$ cat src/rtl/ccp_pkg.sv
// ----------------------------------------------------------------------------
// ccp_pkg
// Shared types and constants of the conic curve plotter.
// ----------------------------------------------------------------------------
package ccp_pkg;

  localparam int CW   = 32;  // coefficient width, Q16.16
  localparam int TW   = 12;  // swept coordinate
  localparam int DIMW = 13;  // image dimension register
  localparam int BW   = 45;  // linear term b
  localparam int CCW  = 58;  // constant term c
  localparam int DW   = 96;  // discriminant arithmetic
  localparam int SQW  = 95;  // discriminant magnitude and sqrt remainder
  localparam int SRW  = 47;  // square root result
  localparam int NW   = 51;  // rounding numerator
  localparam int DVW  = 34;  // rounding denominator
  localparam int ROW  = 14;  // root field
  localparam int IDXW = 4;   // configuration index

  localparam logic [IDXW-1:0] REG_COEF_XX  = 4'd0;
  localparam logic [IDXW-1:0] REG_COEF_XY  = 4'd1;
  localparam logic [IDXW-1:0] REG_COEF_YY  = 4'd2;
  localparam logic [IDXW-1:0] REG_COEF_X   = 4'd3;
  localparam logic [IDXW-1:0] REG_COEF_Y   = 4'd4;
  localparam logic [IDXW-1:0] REG_COEF_C   = 4'd5;
  localparam logic [IDXW-1:0] REG_WIDTH    = 4'd6;
  localparam logic [IDXW-1:0] REG_HEIGHT   = 4'd7;

  typedef enum logic [1:0] {
    ST_FOUND     = 2'd0,
    ST_NEG_DISC  = 2'd1,
    ST_ZERO_LEAD = 2'd2
  } status_t;

  typedef struct packed {
    logic                 op;
    logic [TW-1:0]        coord;
    logic [7:0]           color;
    logic                 lead_zero;
    logic                 disc_neg;
    logic signed [BW-1:0] b;
    logic signed [CW-1:0] lead;
    logic [DIMW-1:0]      side;
  } sband_t;

  typedef struct packed {
    logic                  pass_out;
    logic [TW-1:0]         coord_out;
    logic [7:0]            color_out;
    logic signed [ROW-1:0] root_low;
    logic signed [ROW-1:0] root_high;
    logic [5:0]            write_mask;
    logic [1:0]            status;
  } result_t;

endpackage

$ cat src/rtl/ccp_div_cell.sv
// ----------------------------------------------------------------------------
// ccp_div_cell
// One quotient bit of the rounding divide, both roots side by side.
// ----------------------------------------------------------------------------
module ccp_div_cell #(
  parameter int QB  = 13,
  parameter int BIT = 0
) (
  input  logic                               clk,
  input  logic                               rst,
  input  logic                               en,
  input  logic                               v_in,
  input  ccp_pkg::sband_t                    sb_in,
  input  logic [ccp_pkg::DVW-1:0]            d_in,
  input  logic [1:0][ccp_pkg::NW-1:0]        rem_in,
  input  logic [1:0][QB-1:0]                 q_in,
  input  logic [1:0]                         neg_in,
  input  logic [1:0]                         sat_in,
  output logic                               v_out,
  output ccp_pkg::sband_t                    sb_out,
  output logic [ccp_pkg::DVW-1:0]            d_out,
  output logic [1:0][ccp_pkg::NW-1:0]        rem_out,
  output logic [1:0][QB-1:0]                 q_out,
  output logic [1:0]                         neg_out,
  output logic [1:0]                         sat_out
);
  import ccp_pkg::*;

  localparam int XW = NW + QB;

  logic [XW-1:0]        trial;
  logic [1:0][XW-1:0]   rx;
  logic [1:0]           fit;

  assign trial = XW'(d_in) << BIT;

  always_comb begin
    for (int i = 0; i < 2; i++) begin
      rx[i]  = XW'(rem_in[i]);
      fit[i] = (rx[i] >= trial);
    end
  end

  always_ff @(posedge clk) begin
    if (rst) begin
      v_out <= 1'b0;
    end else if (en) begin
      v_out <= v_in;
    end
  end

  always_ff @(posedge clk) begin
    if (en) begin
      sb_out  <= sb_in;
      d_out   <= d_in;
      neg_out <= neg_in;
      sat_out <= sat_in;
      for (int i = 0; i < 2; i++) begin
        rem_out[i] <= fit[i] ? NW'(rx[i] - trial) : rem_in[i];
        q_out[i]   <= fit[i] ? (q_in[i] | (QB'(1) << BIT)) : q_in[i];
      end
    end
  end

endmodule

$ cat config.mk
export PLATFORM = sky130hd
export DESIGN_NAME = ccp_div_cell
export DESIGN_NICKNAME = d
export VERILOG_FILES = /design/src/rtl/ccp_pkg.sv /design/src/rtl/ccp_div_cell.sv
export SDC_FILE = /design/constraint.sdc
export NUM_CORES = 1
export LEC_CHECK = 0
export ABC_AREA = 1
export BUFFER_PORTS_ARGS = -buffer_cell sky130_fd_sc_hd__buf_4
export CAP_MARGIN = 20
export CORE_AREA = 2 2 218 220
export DETAILED_ROUTE_END_ITERATION = 8
export DIE_AREA = 0 0 220 222
export GPL_TIMING_DRIVEN = 0
export PLACE_DENSITY = 0.7
export SKIP_LAST_GASP = 1
export SLEW_MARGIN = 20
export SYNTH_ARGS = -nofsm -noshare
export SYNTH_HDL_FRONTEND = slang
export SYNTH_SLANG_ARGS = --single-unit
$ cat constraint.sdc
create_clock -name clk -period 1.81 [get_ports clk]
set_input_delay 0.181 -clock clk [delete_from_list [all_inputs] [get_ports clk]]
set_output_delay 0.181 -clock clk [all_outputs]
set_load 0.05 [all_outputs]
# [After elaboration in Yosys (flattened, before gate mapping)]
# Cells that the tools add are included.
# W data, S select, Z words.
[totals] regBits=280 in_bits=283
[classes] n_addsub=2 n_mux=2 order_cmp=2
[ops] cell="$ge A51 B34 Y1" count=2
[ops] cell="$mux W51" count=2
[ops] cell="$sub A51 B34 Y51" count=2

# [Depth between registers and ports, before layout]
[depth] word_depth=2 mapped_depth=16 depth_no_buf=15

# [Worst setup path before layout]
# OpenSTA, ideal clock, no wires.
[synth_path] path_kind="input-to-reg" from="in d_in[13] (netlist name)" to="reg rem_out[29] (netlist name), data pin" cell_stages=14 arrival_ps=1660 setup_ps=252 path_slack_ps=-103 path_cell_list="inv_1 ha_1 nand2_1 inv_1 nand2_1 nand2_1 a21oi_1 nand3_1 nand2_1 nand3_2 buf_6 buf_8 nand3_2 nand2_1"
[synth_between] elab_chain_len=2 elab_cells_between_ends=3 classes_between="1 x add/sub; 1 x order compare; 1 x mux"
[synth_lines] element="start, declared" line_no="ccp_div_cell.sv:14" rtl="input logic [ccp_pkg::DVW-1:0] d_in,"
[synth_lines] element="$sub A51 B34 Y51 / $ge A51 B34 Y1 (equally long branches)" line_no="ccp_div_cell.sv:59, ccp_div_cell.sv:40"
[synth_lines] element="$mux W51 *" line_no="ccp_div_cell.sv:59" rtl="rem_out[i] <= fit[i] ? NW'(rx[i] - trial) : rem_in[i];"
[synth_lines] element="end signal, assigned by index" line_no="ccp_div_cell.sv:59"
[synth_lines] element="end, declared" line_no="ccp_div_cell.sv:22" rtl="output logic [1:0][ccp_pkg::NW-1:0] rem_out,"
# Mark *: on every way between the ends. The rest lies on a longest branch, timed or not.
# A chain may end at the register's enable or synchronous reset.

# [Worst setup path in the final report]
[layout_path] from="in d_in[1] (netlist name)" to="reg rem_out[21] (netlist name), data pin"
# Same word-level chain as after synthesis.

==> impl_metrics.json <==
{
  "grt_first_pass_wirelength_um": 118000,
  "netlist_instances": 2260,
  "power_density_nw_per_um2": 808,
  "worstPathArrival_ps": 2200,
  "maxCapViolations": 0,
  "final_cell_mix": "859 x nand2_1, 591 x buf_4, 401 x inv_1, 279 x edfxtp_1, 268 x dlygate4sd3_1",
  "pre_cts_slack_ps": -941,
  "cts_sinks": 280,
  "tightest_slew_ps": 748,
  "clk_path_buf_depth": 3,
  "ioPinCount": 563,
  "syn_nets": 2613,
  "synth_cell_types": 37,
  "fp.dieH_um": 222,
  "path_class": "primary input to register",
  "start_util": 0.375,
  "use_met3": 0.0634,
  "grt_pass1_vias": 18555,
  "end_kind": "register",
  "io_buffers": 562,
  "syn_area_per_cell_um2": 7.67,
  "startpoint": "d_in[1]",
  "drt-total-wl_um": 83000,
  "yosysSeqAreaShare": 0.484,
  "crit_top_cell": "nand2_1",
  "status": "finished, violations left",
  "clk_pin_slew_ps": 60,
  "synth-seq-cells": 280,
  "final_common_cell": "nand2_1",
  "setup_viol": 2,
  "slew_headroom": 0.501,
  "cts-root-buf": "clkbuf_16",
  "worstHoldStart": "rem_in[41]",
  "fin_ws_ps": -51.6,
  "antenna_found_initial": 9,
  "top_usage_layer": "met2",
  "drt_first_pass_iters": 5,
  "drive_above_1_share": 0.284,
  "fmax_ghz": 0.537,
  "critical-path-max-stage-delay_ps": 400,
  "rsz0062_at_grt": "yes",
  "ys.flop_type": "edfxtp_1",
  "std_cell_rows": 79,
  "ir_drop_mv": 0.912,
  "synthToLayoutAreaGrowth_pct": 59.1,
  "cp_slowest_cell": "ha_1",
  "synth_edf_count": 279,
  "cp_top_family": "simple AND/OR/NAND/NOR gates",
  "min_period_over_period": 1.03,
  "violations": "setup timing",
  "period_minus_slack_ps": 1860,
  "maxSlewViolCount": 0,
  "crit_chain": "buf_4, clkinvlp_4, ha_1, nand2_1, nor2_1, nand2_1, nand3_2, nand2_1, nand2_2, nand2_1, nand2_1, nand2_1, nand3_1, nand2_1",
  "nets": 3511,
  "fin_worst_skew_ps": 0,
  "clk_latency_ps": 600,
  "tritoncts": "built",
  "cp_max_fo": 4,
  "ys_warn_count": 0,
  "critPathBufInv": 2,
  "setup.worst_path.start_class": "primary input",
  "whs_ps": 21.0,
  "htree_levels": 1,
  "gr-total-overflow": 0,
  "grt_max_degree": 103,
  "placedCellCount": 3431,
  "use_met2": 0.537,
  "die_w_um": 220,
  "drc": 0,
  "critPathRequiredTime_ps": 2150,
  "coreArea_um2": 46300,
  "drtAntennaViolNets": 0,
  "syn-cell-area_um2": 17300,
  "async_reset_ff_frac": 0,
  "reg2reg_from": "v_out",
  "cts_made_buffers": 31,
  "layoutNonFillerInstCount": 3797,
  "viasPerCell": 4.93,
  "dieArea_um2": 48800,
  "gp_congestion": 1.01,
  "hold_violations": 0,
  "drt_iter0_drc": 1536,
  "grt_use_met1": 0.418,
  "vias": 18711,
  "hpwl_um": 64500,
  "grt_usage": 0.330,
  "hold_class": "primary input to register",
  "leakage_uw": 0.0131,
  "routedWlPerCell_um": 21.9
}
[flip-flops by register name, indices dropped and copies added (netlist names)]
signal,cells
d_out,34
neg_out,2
q_out,26
rem_out,102
sat_out,2
sb_out,113
v_out,1
[cell usage after synthesis (4+ instances only)]
library cell,instances,share of area
edfxtp_1,279,0.48
buf_6,6,0.0039
inv_1,434,0.094
nand2_1,918,0.20
xnor2_1,15,0.0076
nand3b_1,13,0.0056
o21ai_0,5,0.0014
nand3_2,11,0.0064
nor2_1,183,0.040
nand3_1,116,0.033
nand4_1,41,0.015
inv_2,7,0.0015
nor3_1,15,0.0043
and2_1,8,0.0029
nand2_2,4,0.0014
ha_1,68,0.049
xor2_1,22,0.011
buf_4,6,0.0026
o21ai_1,16,0.0046
a21oi_1,60,0.017
nor2_2,9,0.0032
[final cells by class]
class                   instances  area [µm²]
fillers                      4153       18700
repair buffers                865        7240
diodes                          7        17.5
well taps                     607         759
multi-input cells            1521        8200
clock buffers                  37         798
clock inverters                21         198
plain buffers                  16         206
flip-flops and latches        280        8400
inverters                     443        1750
[tightest hold or removal path, delay by kind of cell]
family	cells	cell delay [ps]
compound gates	1	70
buf+inv	1	130
simple gates	1	60
[stage by stage]
stage | total power, µW | cell area (µm²) | util | setup TNS (ps)
floorplan | 12500 | 17900 | - | -1240
global placement | 15200 | 22900 | 0.495 | -472150
detailed placement | 15200 | 23000 | 0.497 | -79600
CTS | 22100 | 26900 | 0.582 | -235
global route | 23100 | 27600 | 0.596 | -1100
finish | 22300 | 27600 | 0.596 | -54.7
[path summary, 6_finish.rpt]
path	slack, ps	to	cells after the start
hold / removal	20	rem_out[41]	3
hold reg to reg	1100	v_out	3
setup reg to reg	630	v_out	3
setup / recovery	-50	rem_out[21]	14
[routing by layer]
layer / up-vias / routed length [µm] / part of all wire
met1: 8780 / 33800 / 0.41
met3: 189 / 6360 / 0.077
met4: 4 / 4640 / 0.056
li1: 8894 / - / -
met2: 844 / 38200 / 0.46
met5: - / 22 / 0.00026
[power by group]
part	internal [µW]	switching, µW
clock network	3580	2750
logic	2630	5150
registers	7910	249
[cell families (layout without fill, tap and decap cells)]
family                     count (synthesis)  after routing  synth area share
and+or+nand+nor                         1330           1330             0.316
adders and majority gates                 70             70            0.0514
DFF                                      280            280             0.484
other                                      0              7                 0
xor gates and xnor gates                  37             37            0.0187
buffers and inverters                    459           1382             0.104
AOI/OAI and AO/OA                         83             83            0.0243
muxes                                      1              1          0.000577
[what timing repair did]
action	CTS	global route
gates cloned	0	1
gates resized for setup	54	127
hold endpoints to repair	266	2
endpoints found under the setup margin	98	101
hold buffers	266	2
setup buffers	9	23
pin swaps	6	37
No activity file was read; power rests on OpenSTA's default activity.
