File: src/rtl/ccp_pkg.sv
// ----------------------------------------------------------------------------
// ccp_pkg
// Shared types and constants of the conic curve plotter.
// ----------------------------------------------------------------------------
package ccp_pkg;

  localparam int CW   = 32;  // coefficient width, Q16.16
  localparam int TW   = 12;  // swept coordinate
  localparam int DIMW = 13;  // image dimension register
  localparam int BW   = 45;  // linear term b
  localparam int CCW  = 58;  // constant term c
  localparam int DW   = 96;  // discriminant arithmetic
  localparam int SQW  = 95;  // discriminant magnitude and sqrt remainder
  localparam int SRW  = 47;  // square root result
  localparam int NW   = 51;  // rounding numerator
  localparam int DVW  = 34;  // rounding denominator
  localparam int ROW  = 14;  // root field
  localparam int IDXW = 4;   // configuration index

  localparam logic [IDXW-1:0] REG_COEF_XX  = 4'd0;
  localparam logic [IDXW-1:0] REG_COEF_XY  = 4'd1;
  localparam logic [IDXW-1:0] REG_COEF_YY  = 4'd2;
  localparam logic [IDXW-1:0] REG_COEF_X   = 4'd3;
  localparam logic [IDXW-1:0] REG_COEF_Y   = 4'd4;
  localparam logic [IDXW-1:0] REG_COEF_C   = 4'd5;
  localparam logic [IDXW-1:0] REG_WIDTH    = 4'd6;
  localparam logic [IDXW-1:0] REG_HEIGHT   = 4'd7;

  typedef enum logic [1:0] {
    ST_FOUND     = 2'd0,
    ST_NEG_DISC  = 2'd1,
    ST_ZERO_LEAD = 2'd2
  } status_t;

  typedef struct packed {
    logic                 op;
    logic [TW-1:0]        coord;
    logic [7:0]           color;
    logic                 lead_zero;
    logic                 disc_neg;
    logic signed [BW-1:0] b;
    logic signed [CW-1:0] lead;
    logic [DIMW-1:0]      side;
  } sband_t;

  typedef struct packed {
    logic                  pass_out;
    logic [TW-1:0]         coord_out;
    logic [7:0]            color_out;
    logic signed [ROW-1:0] root_low;
    logic signed [ROW-1:0] root_high;
    logic [5:0]            write_mask;
    logic [1:0]            status;
  } result_t;

endpackage

File: src/rtl/ccp_sqrt_cell.sv
// ----------------------------------------------------------------------------
// ccp_sqrt_cell
// One bit of the restoring integer square root.
// ----------------------------------------------------------------------------
module ccp_sqrt_cell #(
  parameter int BIT = 0
) (
  input  logic                      clk,
  input  logic                      rst,
  input  logic                      en,
  input  logic                      v_in,
  input  ccp_pkg::sband_t           sb_in,
  input  logic [ccp_pkg::SQW-1:0]   rem_in,
  input  logic [ccp_pkg::SRW-1:0]   q_in,
  output logic                      v_out,
  output ccp_pkg::sband_t           sb_out,
  output logic [ccp_pkg::SQW-1:0]   rem_out,
  output logic [ccp_pkg::SRW-1:0]   q_out
);
  import ccp_pkg::*;

  logic [SQW-1:0] trial;
  logic           fit;

  // (q + 2^BIT)^2 - q^2 = q*2^(BIT+1) + 2^(2*BIT)
  assign trial = (SQW'(q_in) << (BIT + 1)) | (SQW'(1) << (2 * BIT));
  assign fit   = (rem_in >= trial);

  always_ff @(posedge clk) begin
    if (rst) begin
      v_out <= 1'b0;
    end else if (en) begin
      v_out <= v_in;
    end
  end

  always_ff @(posedge clk) begin
    if (en) begin
      sb_out  <= sb_in;
      rem_out <= fit ? rem_in - trial : rem_in;
      q_out   <= fit ? (q_in | (SRW'(1) << BIT)) : q_in;
    end
  end

endmodule

File: config.mk
export PLATFORM = sky130hd
export DESIGN_NAME = ccp_sqrt_cell
export DESIGN_NICKNAME = d
export VERILOG_FILES = /design/src/rtl/ccp_pkg.sv /design/src/rtl/ccp_sqrt_cell.sv
export SDC_FILE = /design/constraint.sdc
export NUM_CORES = 1
export LEC_CHECK = 0
export ABC_AREA = 1
export BUFFER_PORTS_ARGS = -buffer_cell sky130_fd_sc_hd__buf_2
export CORE_AREA = 2 2 199 201
export CTS_CLUSTER_SIZE = 30
export DETAILED_ROUTE_END_ITERATION = 8
export DIE_AREA = 0 0 201 203
export GPL_TIMING_DRIVEN = 0
export MAX_ROUTING_LAYER = met4
export PLACE_DENSITY = 0.66
export SLEW_MARGIN = 10
export SYNTH_ARGS = -nofsm -noshare
export SYNTH_HDL_FRONTEND = slang
export SYNTH_SLANG_ARGS = --single-unit
File: constraint.sdc
create_clock -name clk -period 2.8 [get_ports clk]
set_clock_uncertainty 0.05 [all_clocks]
set_input_delay 0.42 -clock clk [delete_from_list [all_inputs] [get_ports clk]]
set_output_delay 0.42 -clock clk [all_outputs]
set_load 0.02 [all_outputs]
# After elaboration in Yosys (flattened, before gate mapping)
# Cells that the tools add are included.
# Widths: inputs -> output; s select.
dict set report totals {
  ff_bits 256
  in_bits 259
  out_inout_bits 256
  word_cells 15
}
dict set report op_classes {
  add_sub_neg 1
  magnitude_cmp 1
  muxes 1
}
# operator count
set op_table {}
lappend op_table {{$ge 95x48->1} 1}
lappend op_table {{$mux 95} 1}
lappend op_table {{$sub 95x48->95} 1}

# Depth between registers and ports, before layout
# Gate-level depths: netlist of run 1.
dict set report depth {
  depth_word 2
  mapped_depth 18
  ltp_nobuf 18
}

# Worst setup path before layout of run 1
# OpenSTA, ideal clock, no wires.
dict set report synth_path {
  path_type {input -> register}
  from {input port q_in[1] (netlist bit)}
  to {register q_out[0] (netlist bit) (data pin)}
  setup_ns 0.256
  t_arrival_ns 2.166
  t_required_ns 2.494
  slack_ns 0.328
  path_stages 16
  n_path_buf 3
  cell_sequence {inv_1 ha_1 or2_1 nand3_2 nand2_2 nand2_2 nand2_4 nand2_2 nand2_2 nand2_1 nand3_2 inv_2 buf_6 buf_6 buf_6 nand2_1}
}
dict set report synth_via {
  elab_chain_cells 1
}
# element line_no
set synth_lines {}
lappend synth_lines {{start: declaration} ccp_sqrt_cell.sv:14} ;# input logic [ccp_pkg::SRW-1:0] q_in,
lappend synth_lines {{$ge 95x48->1} ccp_sqrt_cell.sv:27} ;# assign fit = (rem_in >= trial);
lappend synth_lines {{end signal: assignment} ccp_sqrt_cell.sv:41} ;# q_out <= fit ? (q_in | (SRW'(1) << BIT)) : q_in;
lappend synth_lines {{end: declaration} ccp_sqrt_cell.sv:18} ;# output logic [ccp_pkg::SRW-1:0] q_out
# No other way between the ends.
# A chain may end at the register's enable or synchronous reset.

# Final worst setup path of run 1
dict set report layout_path {
  from {input port q_in[15] (netlist bit)}
  to {register rem_out[53] (netlist bit) (data pin)}
}
dict set report layout_via {
  elab_chain_cells 2
  word_cells_on_any_way 3
  classes_between {1 x add/sub; 1 x order compare; 1 x mux}
}
# element line_no
set layout_lines {}
lappend layout_lines {{$sub 95x48->95 or $ge 95x48->1 (tied branches)} {ccp_sqrt_cell.sv:40, ccp_sqrt_cell.sv:27}}
lappend layout_lines {{$mux 95 *} ccp_sqrt_cell.sv:40} ;# rem_out <= fit ? rem_in - trial : rem_in;
lappend layout_lines {{end signal: assignment} ccp_sqrt_cell.sv:40}
lappend layout_lines {{end: declaration} ccp_sqrt_cell.sv:17} ;# output logic [ccp_pkg::SQW-1:0] rem_out,
# Every way passes the cells marked *; elsewhere a longest branch is shown, timed or not.

==> out/qor.txt, run 1 <==
status - complete, no violations
GPL Wtd Cong - 0.972
Initial Util - 40.8%
Yosys Warn Count - 0
placement-stage cell area - 19,000 um^2
final cell area excluding filler cells - 21,600 um^2
Reg2Reg Capture Point - v_out
DRT Wirelength - 74,100 um
startpoint types - input pin
Static Leak - 10.5 nW
register-to-register setup slack - 2160 ps
Clk Latency, worst-skew pair - 570 ps
Max Clock Freq - 365 MHz
Reg2Reg Launch Point - v_out
number of flops mapped to enable cells by yosys - 255
Die Wd - 201 um
pin count of the biggest net entering global routing - 122
synthesized net count - 2,355
Slew headroom - 47.2%
Max Cap Viol - 0
clock transition at the registers of the reported paths - 60 ps
Port Buffers - 514
Max Slew Vio Count - 0
Die ar. - 40,800 um^2
vias in the first global route - 16.4k
Hold Path End - q_out[39]
critical path peak fanout - 10
Worst EP arrival - 3070 ps
power per cell area - 532 nW/um^2
Fin Setup TNS - 0 ps
post-synth top area share - 48.8%
# setup viols final - 0
post-route minimum period - 2740 ps
async set-or-reset flop fraction in the synthesized netlist - 0%
ys flop type - edfxtp_1
Seq cells post-synth - 256
Hold Vio Cnt, Final - 0
std cell rows - 72
HPWL after DPL - 59,600 um
Post-Syn Area per Cell - 7.67 um^2
# DRC - 0
Routed WL per cell - 22.5 um
core area - 38,500 um^2
CTS buffer count - 27
cell area after synthesis - 15,700 um^2
Die H - 203 um
top cells by area, synth - edfxtp_1 (49%), nand2_1 (18%), inv_1 (9.5%), nor2_1 (4.8%), ha_1 (3.8%)
Area Growth Syn to Fin - 37.4%
Hold Crit Class - input pin to flop
period utilisation layout - 97.8%
share of layout cells above drive strength 1 - 22.4%
Max Buffers Root-to-Sink - 3
gr ovfl total - 0
actual transition at the worst max-transition pin - 790 ps
CTS tree - done
Distinct cells, synth - 36
first-pass GRT wire length - 106,000 um
count leader, synth - nand2_1
sequential-to-total area share from yosys stat - 48.9%
Worst Hold Launch - q_in[39]
Synth Instances - 2,047
GRT Resource Usage Total - 36.6%
# IOs - 515
Setup CP Type - input pin to flop
worst reg-to-reg path cell count - 2
Clock Sinks - 256
clk root buf - clkbuf_16
Crit path required time - 3130 ps
drt pass-1 iters - 8
drt initial violations - 1,339
initial antenna violation count - 4
DR vias - 16.6k
vias per inst - 5.04
area leader, netlist - edfxtp_1
antenna viol nets, final - 0
Worst Hold Depth - 1
Hold Slack - 18.9 ps
Nets - 3,055
H-tree depth - 1
most frequent cells after synthesis - nand2_1 (738), inv_1 (399), edfxtp_1 (255)
Worst setup EP type - flop
peak supply drop - 0.749 mV
==> metal layers <==
metal / up-vias / track usage, % / routed length, um
li1: 7865 / - / -
met1: 7909 / 46.3 / 31200
met2: 729 / 61.7 / 35500
met3: 92 / 4.88 / 5130
met4: 0 / 10.8 / 2300
met5: - / - / 0
==> stage by stage <==
step | setup slack [ps] | power (mW) | utilization, % | cells
after CTS | 3.21 | 11.5 | 55.9 | 3285
after floorplan | 328 | 6.24 | - | 2047
after global routing | -34.2 | 11.9 | 56.1 | 3290
after global placement | -2170 | 7.40 | 49.2 | 3079
after detailed placement | -880 | 7.40 | 49.4 | 3081
final | 61.7 | 11.5 | 56.1 | 3290
==> layout make-up <==
class	count	area, um^2
Tap cell	518	648
Multi-Input combinational cell	1371	6460
Antenna cell	4	10.0
Clock inverter	20	265
Timing Repair Buffer	671	4190
Buffer	16	119
Fill cell	3615	16900
Inverter	404	1520
Clock buffer	30	687
Sequential cell	256	7680
==> flip-flops by register name (all words and copies together) (netlist names) <==
name and count:
v_out 1, sb_out 113, rem_out 95, q_out 47
==> where the power goes <==
group          leakage (nW)  switching (mW)  internal (mW)
Clock                 0.456            1.59           2.33
Sequential             2.50           0.103           4.65
Combinational          7.57            1.89          0.922
==> placed cells by master, fill, tap and decap left out, types with 4 or more instances in the layout <==
cell           instances
dlygate4sd3_1        155
buf_2                517
diode_2                4
xnor2_1               30
nor2_2                10
clkbuf_16             27
o21ai_1               18
inv_1                399
nor3_1                17
ha_1                  48
clkinv_2               4
a21oi_1               70
buf_4                  5
nand3_1               99
nand4_1               44
nand2_1              734
nand2_2               12
edfxtp_1             255
nand3b_1               7
o21ai_0               40
nor2_1               195
and2_1                 4
clkinv_1               8
a21oi_2               15
xor2_1                12
bufinv_16              6
nor2_4                 4
==> cell families (layout without fill, tap and decap cells) <==
logic type               count (synthesis)  after routing  synth area share [%]
XOR/XNOR                                42             42                  2.34
AO/OA/AOI/OAI                          146            146                  4.94
buffers and inverters                  420           1141                  10.3
AND/OR/NAND/NOR                       1133           1133                  29.5
flip-flops                             256            256                  48.9
adder cells (fa/ha/maj)                 49             49                  3.95
other                                    0              4                     0
multiplexers                             1              1                0.0638
==> critical path: stages <==
cell,delay [ps]
buf_2,90
inv_1,40
ha_1,350
nand2_1,120
nor2_1,280
nand2_1,210
nor2_1,200
nand2_1,100
nor2_2,210
a21oi_2,110
nand3_2,160
inv_2,60
buf_6,160
clkbuf_4,270
a21oi_2,270
==> worst max-delay path by stage <==
stage	to	cells past startpoint	start
global route	rem_out[48]	17	rem_in[0]
detailed placement	rem_out[53]	15	q_in[34]
finish	rem_out[53]	15	q_in[15]
CTS	rem_out[53]	13	rem_in[70]
global placement	v_out	3	en
floorplan	q_out[0]	16	q_in[1]
==> what timing repair did <==
item / 4_1_cts / 5_1_grt
hold buffers: 154 / 1
pin swaps: 0 / 1
buffers inserted: 0 / 0
endpoints found under the hold margin: 154 / 1
resized for setup: 9 / 14
setup endpoints to repair: 27 / 56
No activity file was read; power rests on OpenSTA's default activity.
==> inputs of run 2 (changes only) <==
- MAX_ROUTING_LAYER: met4 -> unset
- clock period: 2.8 -> 2.9 ns (I/O delays scaled with it)
==> out/qor.txt, run 2 (synthesized netlist as in run 1, its figures left out) <==
status - complete, no violations
Top delay family on crit path - simple AND/OR/NAND/NOR gates
Hold Vio Cnt, Final - 0 (unchanged)
Slew headroom - 48.5% (+1.4 points)
fin worst setup slack - 88.9 ps (+27.2 ps)
# setup viols final - 0 (unchanged)
CP Buf/Inv Count - 5 (unchanged)
clk root buf - clkbuf_16
period utilisation layout - 96.9%
power per cell area - 509 nW/um^2 (-4.4%)
Area Growth Syn to Fin - 35.7%
Crit path required time - 3240 ps (+110 ps)
# DRC - 0 (unchanged)
actual transition at the worst max-transition pin - 766 ps (-23.6 ps)
initial antenna violation count - 3 (-1)
CTS buffer count - 27 (unchanged)
most common cell after layout, fill and taps aside - nand2_1
post-route minimum period - 2810 ps
Setup WS pre-CTS - -909 ps (-28.8 ps)
HPWL after DPL - 59,400 um (-0.38%)
Hold Path End - q_out[20]
Static Leak - 10.4 nW (-0.92%)
Die H - 203 um (unchanged)
drt pass-1 iters - 5 (-3)
cells along the critical path - buf_2 -> inv_1 -> ha_1 -> nand2_1 -> nor2_2 -> nand2_2 -> nor2_2 -> nand2_1 -> nor2_1 -> a21oi_2 -> nand3_2 -> inv_2 -> buf_6 -> clkbuf_4 -> a21oi_2
Die Wd - 201 um (unchanged)
critical path peak fanout - 10 (unchanged)
DR vias - 16.5k (-0.58%)
Die ar. - 40,800 um^2 (unchanged)
vias per inst - 5.05 (about the same)
Routed WL per cell - 22.3 um (-0.92%)
gr busiest metal - met2
Max Cap Viol - 0 (unchanged)
core area - 38,500 um^2 (unchanged)
max FFs per register - 113 (unchanged)
# IOs - 515 (unchanged)
setup bufs post-CTS - 0 (unchanged)
Max Slew Vio Count - 0 (unchanged)
GR met3 Demand/Resource - 5.52% (+0.64 points)
Power Total - 10.9 mW (-5.5%)
most frequent cells in the layout - nand2_1 (732), buf_2 (518), inv_1 (399)
DRT Wirelength - 73,000 um (-1.5%)
Max Clock Freq - 356 MHz
register-to-register setup slack - 2230 ps (+70 ps)
std cell rows - 72 (unchanged)
Initial Util - 40.8% (unchanged)
pin count of the biggest net entering global routing - 120 (-1.6%)
Reg2Reg Capture Point - v_out
Max Buffers Root-to-Sink - 3 (unchanged)
M1 GR Usage - 45.5% (-0.74 points)
first-pass GRT wire length - 105,000 um (-1.2%)
CP Launch Point - q_in[35]
H-tree depth - 1 (unchanged)
worst reg-to-reg path cell count - 2 (unchanged)
Clock Sinks - 256 (unchanged)
Hold Crit Class - input pin to flop
CTS tree - done
clock transition at the registers of the reported paths - 60 ps (about the same)
Nets - 3,036 (-0.62%)
GPL Wtd Cong - 0.983 (+1.1%)
slowest CP cell - ha_1
Worst setup EP type - flop
Top reg by flops - sb_out
Largest regs - sb_out: 113 flops, rem_out: 95 flops, q_out: 47 flops
Port Buffers - 514 (unchanged)
share of layout cells above drive strength 1 - 22.6% (+0.13 points)
Worst Hold Depth - 1 (unchanged)
GRT Resource Usage Total - 35.1% (-1.5 points)
Setup CP Type - input pin to flop
RSZ-0062 raised after global routing - false
startpoint types - input pin
Clk Latency, worst-skew pair - 560 ps (about the same)
gr ovfl total - 0 (unchanged)
met2 Usage GRT - 59.7% (-2.0 points)
antenna viol nets, final - 0 (unchanged)
peak supply drop - 0.452 mV (-40%)
Worst Hold Launch - q_in[20]
Reg2Reg Launch Point - v_out
CP max stage delay - 350 ps (about the same)
drt initial violations - 1,265 (-5.5%)
vias in the first global route - 16.2k (-1.6%)
Worst EP arrival - 3150 ps (+80 ps)
-- run 2: cell types whose count changed in the layout (fill, tap and decap cells not counted), moves of 2 or more --
cell / previous run / this run
bufinv_16: 6 / 4
clkinvlp_4: 3 / 0
clkinv_4: 0 / 2
nor2_1: 195 / 197
dlygate4sd3_1: 155 / 136
nor2_4: 4 / 2
nand2_1: 734 / 732
nand2_2: 12 / 14
-- run 2: timing repair --
| item | 4_1_cts | 5_1_grt |
|---|---|---|
| resized for setup | 9 | 12 |
| hold buffers | 135 | 1 |
| hold endpoints to repair | 135 | 1 |
| setup endpoints to repair | 27 | 55 |
-- run 2: area by class of cell --
| type | instances | area [um^2] |
|---|---|---|
| Fill cell | 3643 | 17200 |
| Sequential cell | 256 | 7680 |
| Multi-Input combinational cell | 1371 | 6450 |
| Timing Repair Buffer | 652 | 4000 |
| Inverter | 404 | 1520 |
| Clock buffer | 30 | 687 |
| Tap cell | 518 | 648 |
| Clock inverter | 19 | 209 |
| Buffer | 16 | 116 |
| Antenna cell | 4 | 10.0 |
-- run 2: worst register-to-register path, cell delays in order (launching register included) --
cell and delay (ps):
dfxtp_1 310, mux2i_1 140, nor2_1 60
-- run 2: where the power goes --
| part | total (mW) | internal [mW] | switching (mW) |
|---|---|---|---|
| clock | 3.57 | 2.07 | 1.50 |
| sequential | 4.60 | 4.49 | 0.101 |
| combinational | 2.69 | 0.873 | 1.81 |
-- run 2: how the worst max path moves through the flow --
| stage | end | slack [ps] | cells after the start |
|---|---|---|---|
| final | rem_out[49] | 90 | 15 |
| after global routing | rem_out[74] | 20 | 13 |
| after CTS | rem_out[79] | 30 | 13 |
| after detailed placement | rem_out[49] | -910 | 15 |
| after global placement | v_out | -2080 | 3 |
| after floorplan | q_out[0] | 410 | 16 |
-- run 2: metrics by stage --
stage | util, % | cell area [um^2] | instances | hold WS (ps) | setup TNS, ps
global placement | 49.2 | 18900 | 3079 | 435 | -563850
detailed placement | 49.4 | 19000 | 3081 | 438 | -56670
CTS | 55.3 | 21300 | 3265 | 0.194 | 0
finish | 55.4 | 21300 | 3270 | 14.2 | 0
global route | 55.4 | 21300 | 3268 | 2.25 | 0
floorplan | - | 15700 | 2047 | 457 | 0
-- run 2: routing by layer --
layer	wire [um]	up-vias	share of wire [%]
met2	34500	710	47
li1	-	7826	-
met3	5150	115	7.0
met4	2940	2	4.0
met5	17	-	0.023
met1	30500	7845	42
